### src/rtl/kftl_pkg.sv
// Shared types, codes and defaults for the keyframe time lookup block.
`default_nettype none
package kftl_pkg;

  localparam int MAX_KEYS_DEF  = 64;
  localparam int TIME_BITS_DEF = 24;
  localparam int LEN_BITS      = 24;
  localparam logic [LEN_BITS-1:0] LEN_RESET = 24'd65536;

  typedef enum logic [1:0] {
    OP_LOOKUP = 2'd0,
    OP_INSERT = 2'd1,
    OP_REMOVE = 2'd2,
    OP_CLEAR  = 2'd3
  } op_t;

  typedef enum logic [1:0] {
    ST_OK        = 2'd0,
    ST_EMPTY     = 2'd1,
    ST_FULL      = 2'd2,
    ST_BAD_INDEX = 2'd3
  } stat_t;

  typedef enum logic [3:0] {
    S_IDLE,
    S_DECODE,
    S_MOD,
    S_SCAN_RD,
    S_SCAN_CHK,
    S_FRAC_SET,
    S_DIV,
    S_INS_RD,
    S_INS_CHK,
    S_REM_RD,
    S_REM_WR,
    S_FINISH
  } state_t;

  typedef struct packed {
    logic  idle;
    logic  mod_init;
    logic  mod_step;
    logic  scan_rd;
    logic  scan_chk;
    logic  frac_init;
    logic  frac_step;
    logic  ins_init;
    logic  ins_rd;
    logic  ins_chk;
    logic  rem_init;
    logic  rem_rd;
    logic  rem_wr;
    logic  clr;
    logic  emit;
    logic  set_stat;
    stat_t stat;
  } cmd_t;

  typedef struct packed {
    logic in_fire;
    op_t  op;
    logic cnt_zero;
    logic full;
    logic idx_bad;
    logic mod_need;
    logic k_zero;
    logic scan_done;
    logic frac_skip;
    logic ptr_zero;
    logic key_gt;
    logic rem_last;
    logic out_free;
  } sts_t;

endpackage
`default_nettype wire

### src/rtl/kftl_if.sv
// Request, result and configuration channel interfaces.
`default_nettype none
interface kftl_req_if #(parameter int TIME_BITS = 24);
  logic                 valid;
  logic                 ready;
  logic [1:0]           operation;
  logic [TIME_BITS-1:0] time_value;
  logic [5:0]           key_index;
  modport source (output valid, output operation, output time_value, output key_index,
                  input ready);
  modport sink (input valid, input operation, input time_value, input key_index,
                output ready);
endinterface

interface kftl_res_if;
  logic        valid;
  logic        ready;
  logic [1:0]  status;
  logic [5:0]  first_index;
  logic [5:0]  second_index;
  logic [16:0] fraction;
  logic [6:0]  key_count;
  modport source (output valid, output status, output first_index, output second_index,
                  output fraction, output key_count, input ready);
  modport sink (input valid, input status, input first_index, input second_index,
                input fraction, input key_count, output ready);
endinterface

interface kftl_cfg_if;
  logic        valid;
  logic        ready;
  logic [23:0] animation_length;
  modport source (output valid, output animation_length, input ready);
  modport sink (input valid, input animation_length, output ready);
endinterface
`default_nettype wire

### src/rtl/kftl_ctrl.sv
// Controller state machine sequencing lookup, insert, remove and clear.
`default_nettype none
module kftl_ctrl (
  input  logic          clk,
  input  logic          rst,
  input  kftl_pkg::sts_t sts,
  output kftl_pkg::cmd_t cmd
);
  import kftl_pkg::*;

  state_t state, state_next;

  always_ff @(posedge clk) begin
    if (rst) begin
      state <= S_IDLE;
    end else begin
      state <= state_next;
    end
  end

  always_comb begin
    state_next = state;
    unique case (state)
      S_IDLE: begin
        if (sts.in_fire) state_next = S_DECODE;
      end
      S_DECODE: begin
        unique case (sts.op)
          OP_LOOKUP: begin
            if (sts.cnt_zero) state_next = S_FINISH;
            else if (sts.mod_need) state_next = S_MOD;
            else state_next = S_SCAN_RD;
          end
          OP_INSERT: state_next = sts.full ? S_FINISH : S_INS_RD;
          OP_REMOVE: state_next = sts.idx_bad ? S_FINISH : S_REM_RD;
          default:   state_next = S_FINISH;
        endcase
      end
      S_MOD:      if (sts.k_zero) state_next = S_SCAN_RD;
      S_SCAN_RD:  state_next = S_SCAN_CHK;
      S_SCAN_CHK: state_next = sts.scan_done ? S_FRAC_SET : S_SCAN_RD;
      S_FRAC_SET: state_next = sts.frac_skip ? S_FINISH : S_DIV;
      S_DIV:      if (sts.k_zero) state_next = S_FINISH;
      S_INS_RD:   state_next = sts.ptr_zero ? S_FINISH : S_INS_CHK;
      S_INS_CHK:  state_next = sts.key_gt ? S_INS_RD : S_FINISH;
      S_REM_RD:   state_next = sts.rem_last ? S_FINISH : S_REM_WR;
      S_REM_WR:   state_next = S_REM_RD;
      S_FINISH:   if (sts.out_free) state_next = S_IDLE;
      default:    state_next = S_IDLE;
    endcase
  end

  always_comb begin
    cmd = '0;
    unique case (state)
      S_IDLE: cmd.idle = 1'b1;
      S_DECODE: begin
        unique case (sts.op)
          OP_LOOKUP: begin
            if (sts.cnt_zero) begin
              cmd.set_stat = 1'b1;
              cmd.stat     = ST_EMPTY;
            end else if (sts.mod_need) begin
              cmd.mod_init = 1'b1;
            end
          end
          OP_INSERT: begin
            if (sts.full) begin
              cmd.set_stat = 1'b1;
              cmd.stat     = ST_FULL;
            end else begin
              cmd.ins_init = 1'b1;
            end
          end
          OP_REMOVE: begin
            if (sts.idx_bad) begin
              cmd.set_stat = 1'b1;
              cmd.stat     = ST_BAD_INDEX;
            end else begin
              cmd.rem_init = 1'b1;
            end
          end
          default: cmd.clr = 1'b1;
        endcase
      end
      S_MOD:      cmd.mod_step  = 1'b1;
      S_SCAN_RD:  cmd.scan_rd   = 1'b1;
      S_SCAN_CHK: cmd.scan_chk  = 1'b1;
      S_FRAC_SET: cmd.frac_init = 1'b1;
      S_DIV:      cmd.frac_step = 1'b1;
      S_INS_RD:   cmd.ins_rd    = 1'b1;
      S_INS_CHK:  cmd.ins_chk   = 1'b1;
      S_REM_RD:   cmd.rem_rd    = 1'b1;
      S_REM_WR:   cmd.rem_wr    = 1'b1;
      S_FINISH:   cmd.emit      = sts.out_free;
      default:    cmd = '0;
    endcase
  end

endmodule
`default_nettype wire

### src/rtl/kftl_dp.sv
// Datapath: key memory, count, wrap and fraction dividers, result register.
`default_nettype none
module kftl_dp #(
  parameter int MAX_KEYS  = kftl_pkg::MAX_KEYS_DEF,
  parameter int TIME_BITS = kftl_pkg::TIME_BITS_DEF
) (
  input  logic            clk,
  input  logic            rst,
  kftl_req_if.sink        request,
  kftl_res_if.source      result,
  kftl_cfg_if.sink        cfg,
  input  kftl_pkg::cmd_t  cmd,
  output kftl_pkg::sts_t  sts
);
  import kftl_pkg::*;

  localparam int AW   = (MAX_KEYS > 1) ? $clog2(MAX_KEYS) : 1;
  localparam int CW   = $clog2(MAX_KEYS + 1);
  localparam int CMPW = (CW > 6) ? CW : 6;
  localparam int TB   = TIME_BITS;
  localparam int W    = TB + 2;
  localparam int KW   = $clog2((TB > 17) ? TB : 17);

  logic [TB-1:0]       mem [MAX_KEYS];
  logic [TB-1:0]       rd_data;
  logic                we, re;
  logic [AW-1:0]       wa, ra;
  logic [TB-1:0]       wd;

  logic [LEN_BITS-1:0] cfg_len;
  logic [TB-1:0]       len_raw, len;
  op_t                 op_r;
  logic [TB-1:0]       t_r;
  logic [5:0]          idx_r;
  stat_t               st_r;
  logic [CW-1:0]       cnt;
  logic [CW-1:0]       ptr;
  logic [TB-1:0]       sh, prev, key0, t1;
  logic [TB:0]         t2;
  logic [W-1:0]        r, den;
  logic [16:0]         q;
  logic [KW-1:0]       k;
  logic [AW-1:0]       first, second;

  logic [W-1:0]        rs, rsub, rdiv;
  logic                dge;
  logic [CW:0]         ptr_inc;
  logic                load, ov;

  assign cfg.ready     = 1'b1;
  assign request.ready = cmd.idle;
  assign load          = request.valid & cmd.idle;

  assign len_raw = TB'(cfg_len);
  assign len     = (len_raw == '0) ? TB'(1) : len_raw;
  assign ptr_inc = {1'b0, ptr} + 1'b1;

  assign rs   = {r[W-2:0], sh[TB-1]};
  assign rsub = (rs >= W'(len)) ? rs - W'(len) : rs;
  assign dge  = (r >= den);
  assign rdiv = dge ? r - den : r;

  assign sts.in_fire   = load;
  assign sts.op        = op_r;
  assign sts.cnt_zero  = (cnt == '0);
  assign sts.full      = (cnt == CW'(MAX_KEYS));
  assign sts.idx_bad   = (CMPW'(idx_r) >= CMPW'(cnt));
  assign sts.mod_need  = (t_r > len);
  assign sts.k_zero    = (k == '0);
  assign sts.scan_done = (rd_data >= t_r) || (ptr_inc == {1'b0, cnt});
  assign sts.frac_skip = ((TB+1)'(t1) == t2) || (t_r <= t1);
  assign sts.ptr_zero  = (ptr == '0);
  assign sts.key_gt    = (rd_data > t_r);
  assign sts.rem_last  = (ptr_inc >= {1'b0, cnt});
  assign sts.out_free  = !ov || result.ready;

  always_comb begin
    we = 1'b0;
    re = 1'b0;
    wa = ptr[AW-1:0];
    ra = ptr[AW-1:0];
    wd = t_r;
    if (cmd.ins_rd) begin
      if (ptr == '0) begin
        we = 1'b1;
        wa = '0;
      end else begin
        re = 1'b1;
        ra = AW'(ptr - 1'b1);
      end
    end
    if (cmd.ins_chk) begin
      we = 1'b1;
      wd = (rd_data > t_r) ? rd_data : t_r;
    end
    if (cmd.scan_rd) re = 1'b1;
    if (cmd.rem_rd && !sts.rem_last) begin
      re = 1'b1;
      ra = AW'(ptr_inc);
    end
    if (cmd.rem_wr) begin
      we = 1'b1;
      wd = rd_data;
    end
  end

  always_ff @(posedge clk) begin
    if (we) mem[wa] <= wd;
    if (re) rd_data <= mem[ra];
  end

  always_ff @(posedge clk) begin
    if (rst) begin
      cfg_len <= LEN_RESET;
    end else if (cfg.valid) begin
      cfg_len <= cfg.animation_length;
    end
  end

  always_ff @(posedge clk) begin
    if (rst) begin
      cnt <= '0;
    end else if (cmd.clr) begin
      cnt <= '0;
    end else if ((cmd.ins_rd && ptr == '0) || (cmd.ins_chk && !(rd_data > t_r))) begin
      cnt <= cnt + 1'b1;
    end else if (cmd.rem_rd && sts.rem_last) begin
      cnt <= cnt - 1'b1;
    end
  end

  always_ff @(posedge clk) begin
    if (load) begin
      op_r   <= op_t'(request.operation);
      t_r    <= request.time_value;
      idx_r  <= request.key_index;
      st_r   <= ST_OK;
      first  <= '0;
      second <= '0;
      q      <= '0;
    end
    if (cmd.set_stat) st_r <= cmd.stat;
    if (cmd.mod_init) begin
      sh <= t_r - 1'b1;
      r  <= '0;
      k  <= KW'(TB - 1);
    end
    if (cmd.mod_step) begin
      r  <= rsub;
      sh <= sh << 1;
      k  <= k - 1'b1;
      if (k == '0) t_r <= TB'(rsub) + 1'b1;
    end
    if (cmd.scan_chk) begin
      if (ptr == '0) key0 <= rd_data;
      if (rd_data >= t_r) begin
        second <= AW'(ptr);
        t2     <= (TB+1)'(rd_data);
        if (ptr != '0 && t_r < rd_data) begin
          first <= AW'(ptr - 1'b1);
          t1    <= prev;
        end else begin
          first <= AW'(ptr);
          t1    <= rd_data;
        end
      end else if (ptr_inc == {1'b0, cnt}) begin
        second <= '0;
        t2     <= (TB+1)'(len) + (TB+1)'((ptr == '0) ? rd_data : key0);
        first  <= AW'(ptr);
        t1     <= rd_data;
      end else begin
        prev <= rd_data;
        ptr  <= ptr + 1'b1;
      end
    end
    if (cmd.frac_init) begin
      r   <= W'(t_r) - W'(t1);
      den <= W'(t2) - W'(t1);
      q   <= '0;
      k   <= KW'(16);
    end
    if (cmd.frac_step) begin
      q <= {q[15:0], dge};
      r <= rdiv << 1;
      k <= k - 1'b1;
    end
    if (cmd.ins_init) ptr <= cnt;
    if (cmd.ins_chk && rd_data > t_r) ptr <= ptr - 1'b1;
    if (cmd.rem_init) ptr <= CW'(idx_r);
    if (cmd.rem_wr) ptr <= ptr + 1'b1;
    if (load && op_t'(request.operation) == OP_LOOKUP) ptr <= '0;
  end

  always_ff @(posedge clk) begin
    if (rst) begin
      ov <= 1'b0;
    end else if (cmd.emit) begin
      ov <= 1'b1;
    end else if (result.ready) begin
      ov <= 1'b0;
    end
  end

  always_ff @(posedge clk) begin
    if (cmd.emit) begin
      result.status       <= st_r;
      result.first_index  <= 6'(first);
      result.second_index <= 6'(second);
      result.fraction     <= q;
      result.key_count    <= 7'(cnt);
    end
  end

  assign result.valid = ov;

endmodule
`default_nettype wire

### src/rtl/keyframe_time_lookup_core.sv
// Top level of the keyframe time lookup block.
// Keeps a sorted table of up to MAX_KEYS keyframe times in a memory with one read and one
// write port and answers one request word at a time: lookup, insert, remove by index,
// clear. Every request gives exactly one result word, held in an output register so the
// next request can be taken while it waits. Clear and refused requests go straight to
// the result. Insert moves the keys above the new time up one at a time; remove moves
// the keys after the index down one at a time; lookup reads keys in order until the
// search stops, then runs a bit-serial divider for the fraction unless it is zero by
// position, after a bit-serial wrap divider when the query time lies beyond the
// animation length. The memory's one read port makes the key moves and reads serial.
// The key store is not cleared after reset; only entries below the count are read.
`default_nettype none
module keyframe_time_lookup_core #(
  parameter int MAX_KEYS  = kftl_pkg::MAX_KEYS_DEF,
  parameter int TIME_BITS = kftl_pkg::TIME_BITS_DEF
) (
  input logic        clk,
  input logic        rst,
  kftl_req_if.sink   request,
  kftl_res_if.source result,
  kftl_cfg_if.sink   cfg
);
  import kftl_pkg::*;

  cmd_t cmd;
  sts_t sts;

  kftl_ctrl u_ctrl (
    .clk (clk),
    .rst (rst),
    .sts (sts),
    .cmd (cmd)
  );

  kftl_dp #(
    .MAX_KEYS  (MAX_KEYS),
    .TIME_BITS (TIME_BITS)
  ) u_dp (
    .clk     (clk),
    .rst     (rst),
    .request (request),
    .result  (result),
    .cfg     (cfg),
    .cmd     (cmd),
    .sts     (sts)
  );

  a_leave_idle: assert property (@(posedge clk) disable iff (rst)
    (request.valid && request.ready) |=> !request.ready)
    else $error("request taken while a word is in progress");

  a_frac_range: assert property (@(posedge clk) disable iff (rst)
    result.valid |-> (result.fraction <= 17'd65536))
    else $error("fraction above one");

  a_err_zero: assert property (@(posedge clk) disable iff (rst)
    (result.valid && result.status != ST_OK) |->
      (result.first_index == '0 && result.second_index == '0 && result.fraction == '0))
    else $error("error result carries lookup data");

  a_count_max: assert property (@(posedge clk) disable iff (rst)
    result.valid |-> (32'(result.key_count) <= 32'(MAX_KEYS)))
    else $error("key count above table size");

endmodule
`default_nettype wire

### src/flat_wrapper.sv
// flat-port wrapper written by rule: the top's interface ports become plain ports
module keyframe_time_lookup_core_flat import kftl_pkg::*;
#(
  parameter int MAX_KEYS  = kftl_pkg::MAX_KEYS_DEF,
  parameter int TIME_BITS = kftl_pkg::TIME_BITS_DEF
)
  (clk, rst, request_valid, request_operation, request_time_value, request_key_index, request_ready, result_valid, result_status, result_first_index, result_second_index, result_fraction, result_key_count, result_ready, cfg_valid, cfg_animation_length, cfg_ready);
  kftl_req_if #(.TIME_BITS(TIME_BITS)) request_i ();
  kftl_res_if result_i ();
  kftl_cfg_if cfg_i ();
  input logic clk;
  input logic rst;
  input wire logic [$bits(request_i.valid)-1:0] request_valid;
  input wire logic [$bits(request_i.operation)-1:0] request_operation;
  input wire logic [$bits(request_i.time_value)-1:0] request_time_value;
  input wire logic [$bits(request_i.key_index)-1:0] request_key_index;
  output wire logic [$bits(request_i.ready)-1:0] request_ready;
  output wire logic [$bits(result_i.valid)-1:0] result_valid;
  output wire logic [$bits(result_i.status)-1:0] result_status;
  output wire logic [$bits(result_i.first_index)-1:0] result_first_index;
  output wire logic [$bits(result_i.second_index)-1:0] result_second_index;
  output wire logic [$bits(result_i.fraction)-1:0] result_fraction;
  output wire logic [$bits(result_i.key_count)-1:0] result_key_count;
  input wire logic [$bits(result_i.ready)-1:0] result_ready;
  input wire logic [$bits(cfg_i.valid)-1:0] cfg_valid;
  input wire logic [$bits(cfg_i.animation_length)-1:0] cfg_animation_length;
  output wire logic [$bits(cfg_i.ready)-1:0] cfg_ready;
  assign request_i.valid = request_valid;
  assign request_i.operation = request_operation;
  assign request_i.time_value = request_time_value;
  assign request_i.key_index = request_key_index;
  assign request_ready = request_i.ready;
  assign result_valid = result_i.valid;
  assign result_status = result_i.status;
  assign result_first_index = result_i.first_index;
  assign result_second_index = result_i.second_index;
  assign result_fraction = result_i.fraction;
  assign result_key_count = result_i.key_count;
  assign result_i.ready = result_ready;
  assign cfg_i.valid = cfg_valid;
  assign cfg_i.animation_length = cfg_animation_length;
  assign cfg_ready = cfg_i.ready;
  keyframe_time_lookup_core #(.MAX_KEYS(MAX_KEYS), .TIME_BITS(TIME_BITS)) u_core (.clk(clk), .rst(rst), .request(request_i), .result(result_i), .cfg(cfg_i));
endmodule
### config.mk
export PLATFORM = sky130hd
export DESIGN_NAME = keyframe_time_lookup_core_flat
export DESIGN_NICKNAME = d
export VERILOG_FILES = /design/src/rtl/kftl_pkg.sv /design/src/rtl/kftl_if.sv /design/src/rtl/kftl_ctrl.sv /design/src/rtl/kftl_dp.sv /design/src/rtl/keyframe_time_lookup_core.sv /design/src/flat_wrapper.sv
export SDC_FILE = /design/constraint.sdc
export NUM_CORES = 2
export LEC_CHECK = 0
export BUFFER_PORTS_ARGS = -buffer_cell sky130_fd_sc_hd__buf_2
export CORE_ASPECT_RATIO = 0.75
export CORE_MARGIN = 1.5
export CORE_UTILIZATION = 25
export DETAILED_ROUTE_END_ITERATION = 7
export PLACE_DENSITY = 0.49
export SYNTH_ARGS = -nofsm -noshare
export SYNTH_HDL_FRONTEND = slang
export SYNTH_SLANG_ARGS = --single-unit
### constraint.sdc
create_clock -name clk -period 5.8 [get_ports clk]
set_clock_uncertainty 0.1 [all_clocks]
set_input_delay 1.74 -clock clk [delete_from_list [all_inputs] [get_ports clk]]
set_output_delay 1.74 -clock clk [all_outputs]
set_load 0.03 [all_outputs]
==> flow_summary.json <==
{
  "synth_top_area_share": 0.642,
  "p_clk_frac": 0.218,
  "synth-edff-count": 1801,
  "yosys-top-cells-area": "edfxtp_1 64%, nand2_1 8.4%, nand3_1 3.8%",
  "avgViaCountPerCell": 4.94,
  "postCtsSetupRepairBufs": 0,
  "clock_latency_ns": 0.91,
  "start_util": 0.251,
  "crit_type": "reg -> reg",
  "cp-startpoint": "u_core.u_dp.ptr[1]$_SDFFE_PP0P_",
  "grt_pass1_wl_mm": 407,
  "startpoint_type": "flop",
  "power.total_mw": 54.8,
  "netlist_instances": 7222,
  "period_share": 0.977,
  "internal_power_mw": 32.0,
  "seqPwrFrac": 0.343,
  "slowest_stage": "a31oi_1",
  "pwr-share-comb": 0.439,
  "worstHoldPathType": "reg -> reg",
  "synthFlopType": "edfxtp_1",
  "detail_route.first_pass.iterations": 6,
  "drtAntennaViolNets": 0,
  "dp.cells": 11700,
  "final_nets": 7731,
  "tightest_slew_ns": 1.26,
  "grt.overflow.total": 0,
  "maxCapViolCount": 0,
  "power_density_nw_per_um2": 556,
  "cts_buffers": 191,
  "synth.largest_area_cell": "edfxtp_1",
  "cts_root_buffer": "clkbuf_16",
  "setup_viol": 0,
  "cts_buffer_depth": 4,
  "leakagePower_nw": 35.0,
  "worstPathCellList": "ha_1, xnor2_1, inv_1, ha_1, a21o_1, a221oi_1, o211ai_2, nor2_4, nand2_2, o211a_4, buf_12, buf_4, nand2_1, nand3_1, a31oi_1, a22o_2, o22ai_1",
  "ys_seq_area_frac": 0.661,
  "dieArea_um2": 341000,
  "syn_area_um2": 84300,
  "grt_use_total": 0.161,
  "drc_errors": 0,
  "fmax_mhz": 177,
  "fill_cells": 34200,
  "boundaryPins": 102,
  "async_reset_ff_frac": 0,
  "ys_warn_count": 0,
  "finalHoldViolCount": 0,
  "grt_pass1_vias": 55500,
  "cp_max_fo": 17,
  "cp_num_buf_inv": 3,
  "period_needed_ns": 5.67,
  "syn2layout_area_growth_pct": 17.0,
  "synth.avg_cell_area_um2": 11.7,
  "drt_iter0_drc": 7397,
  "cts.sinks": 1882,
  "dieHeight_um": 506,
  "antenna_found_initial": 12,
  "cp-end-kind": "flop",
  "grt_max_degree": 102,
  "p_sw_frac": 0.416,
  "core-area_um2": 335000,
  "r2r_start": "u_core.u_dp.ptr[1]$_SDFFE_PP0P_",
  "syn-num-nets": 7488,
  "maxSlewHeadroom": 0.158,
  "cts_tree": "built",
  "dp_hpwl_mm": 182,
  "num_rows": 184,
  "wl_per_cell_um": 23.6,
  "io_buffers": 100,
  "drt-total-wl_mm": 284,
  "htree_levels": 4,
  "status": "complete, no violations",
  "ys_ff_latch": 1882,
  "p_sw_mw": 22.8,
  "worstPathRequired_ns": 6.27,
  "slew_viol_final": 0,
  "routabilityCongestion": 0.884,
  "synth_cell_type_count": 91,
  "cts_hold_buf": 0,
  "vias": 59600,
  "rsz0062_at_grt": "no",
  "crit_family": "compound AO/OA/AOI/OAI gates",
  "layout-drive-gt1-share": 0.120,
  "path_common_cell": "ha_1",
  "crit_arrival_ns": 6.13,
  "slowest_delay_ns": 0.71,
  "clk_pin_slew_ns": 0.07,
  "min_from": "u_core.u_dp.st_r[1]$_SDFFCE_PN0P_",
  "final_cells": 12100,
  "die_w_um": 673,
  "peakVddDrop_mv": 0.355
}
==> kinds of logic (layout without fill, tap and decap cells) <==
logic type / Yosys count / count (layout) / share of synthesized area
buf+inv: 584 / 966 / 0.0298
flops: 1882 / 1882 / 0.661
fa+ha+maj: 205 / 205 / 0.0310
mux: 97 / 97 / 0.0120
simple gates: 3193 / 3193 / 0.165
compound gates: 1115 / 1116 / 0.0860
xor+xnor: 145 / 145 / 0.0151
other cells: 1 / 6 / 0.0000445
==> routing by layer <==
layer / vias up / part of all wire / track usage
li1: 26800 / - / -
met1: 30100 / 0.48 / 0.252
met2: 2423 / 0.42 / 0.230
met3: 306 / 0.082 / 0.0279
met4: 0 / 0.019 / 0.0337
met5: - / 0 / 0
==> worst register-to-register path: stages, from the launching register on <==
cell and delay [ns]:
dfxtp_2 0.49, ha_1 0.28, xnor2_1 0.17, inv_1 0.11, ha_1 0.30, a21o_1 0.19
a221oi_1 0.33, o211ai_2 0.23, nor2_4 0.47, nand2_2 0.30, o211a_4 0.40, buf_12 0.29
buf_4 0.24, nand2_1 0.08, nand3_1 0.07, a31oi_1 0.71, a22o_2 0.47, o22ai_1 0.16
==> sequential cells by signal (all words and copies together), names as in the netlist, 24 cells and up <==
| register | count |
|---|---|
| u_core.u_dp.sh | 24 |
| u_core.u_dp.r | 26 |
| u_core.u_dp.t2 | 25 |
| u_core.u_dp.rd_data | 24 |
| u_core.u_dp.key0 | 24 |
| u_core.u_dp.t1 | 24 |
| u_core.u_dp.prev | 24 |
| u_core.u_dp.t_r | 24 |
| u_core.u_dp.mem | 1536 |
| u_core.u_dp.cfg_len | 24 |
| u_core.u_dp.den | 26 |
==> per-stage QoR <==
stage / setup TNS [ns] / hold WS (ns) / utilization / setup WS, ns / area (um^2)
2_1_floorplan: 0 / 0.300 / - / 0.158 / 84300
3_3_place_gp: -0.162 / 0.313 / 0.276 / -0.104 / 92700
3_5_place_dp: -0.204 / 0.305 / 0.276 / -0.108 / 92700
4_1_cts: 0 / 0.316 / 0.294 / 0.00600 / 98500
5_1_grt: 0 / 0.332 / 0.294 / 0.0197 / 98500
6_report: 0 / 0.315 / 0.294 / 0.134 / 98500
==> cell usage in the layout (no fill, tap or decap), types with 122 or more instances in the layout <==
| cell type | n |
|---|---|
| nor2_1 | 179 |
| inv_1 | 160 |
| nand3_1 | 645 |
| a21oi_1 | 366 |
| a31oi_1 | 122 |
| o21ai_0 | 140 |
| edfxtp_1 | 1801 |
| ha_1 | 199 |
| buf_4 | 307 |
| nand2_1 | 1876 |
| clkbuf_16 | 197 |
| and3_1 | 132 |
==> final timing paths <==
| check | to | slack, ns | cells after the start |
|---|---|---|---|
| setup / recovery | u_core.u_dp.rd_data[20]$_DFFE_PP_ | 0.13 | 17 |
| hold / removal | u_core.u_dp.result.status[1]$_DFFE_PP_ | 0.31 | 0 |
| setup reg to reg | u_core.u_dp.rd_data[20]$_DFFE_PP_ | 0.13 | 17 |
| hold reg to reg | u_core.u_dp.result.status[1]$_DFFE_PP_ | 0.31 | 0 |
==> synth_stat cells (all sizes together) (22+ instances only) <==
library cell / instances
a21o: 78
a21oi: 369
a22o: 57
a311oi: 100
a31oi: 123
and3: 132
buf: 197
clkbuf: 226
dfxtp: 81
edfxtp: 1801
ha: 199
inv: 161
mux2: 32
mux2i: 65
nand2: 1878
nand2b: 30
nand3: 649
nand4: 30
nor2: 249
nor2b: 23
nor3: 55
nor4: 69
o211ai: 22
o21a: 29
o21ai: 168
o22ai: 29
xnor2: 101
xor2: 44
==> area by class of cell <==
cell class / count / area (um^2) / share of cell area
sequential: 1882 / 55700 / 0.565
multi-input combinational: 4757 / 26700 / 0.271
tap: 4464 / 5590 / 0.0567
clock buffer: 238 / 5080 / 0.0516
timing repair buffer: 472 / 4100 / 0.0416
clock inverter: 95 / 718 / 0.00729
inverter: 161 / 604 / 0.00613
antenna: 5 / 12.5 / 0.000127
==> power by group through the flow <==
stage	logic, mW	registers (mW)	clock network (mW)
final	24.1	18.8	12.0
after global routing	25.9	18.8	12.7
after floorplan	13.7	19.0	0
after CTS	23.9	18.7	12.2
after global placement	23.5	19.0	0
after detailed placement	23.7	19.0	0
==> repair_timing <==
item | in CTS | in global routing
cloned | 1 | 0
pin swaps | 1 | 0
gates resized for setup | 7 | 9
hold endpoints to repair | 0 | 0
setup endpoints to repair | 3 | 12
Note: power is estimated with default switching activity, not from simulation.
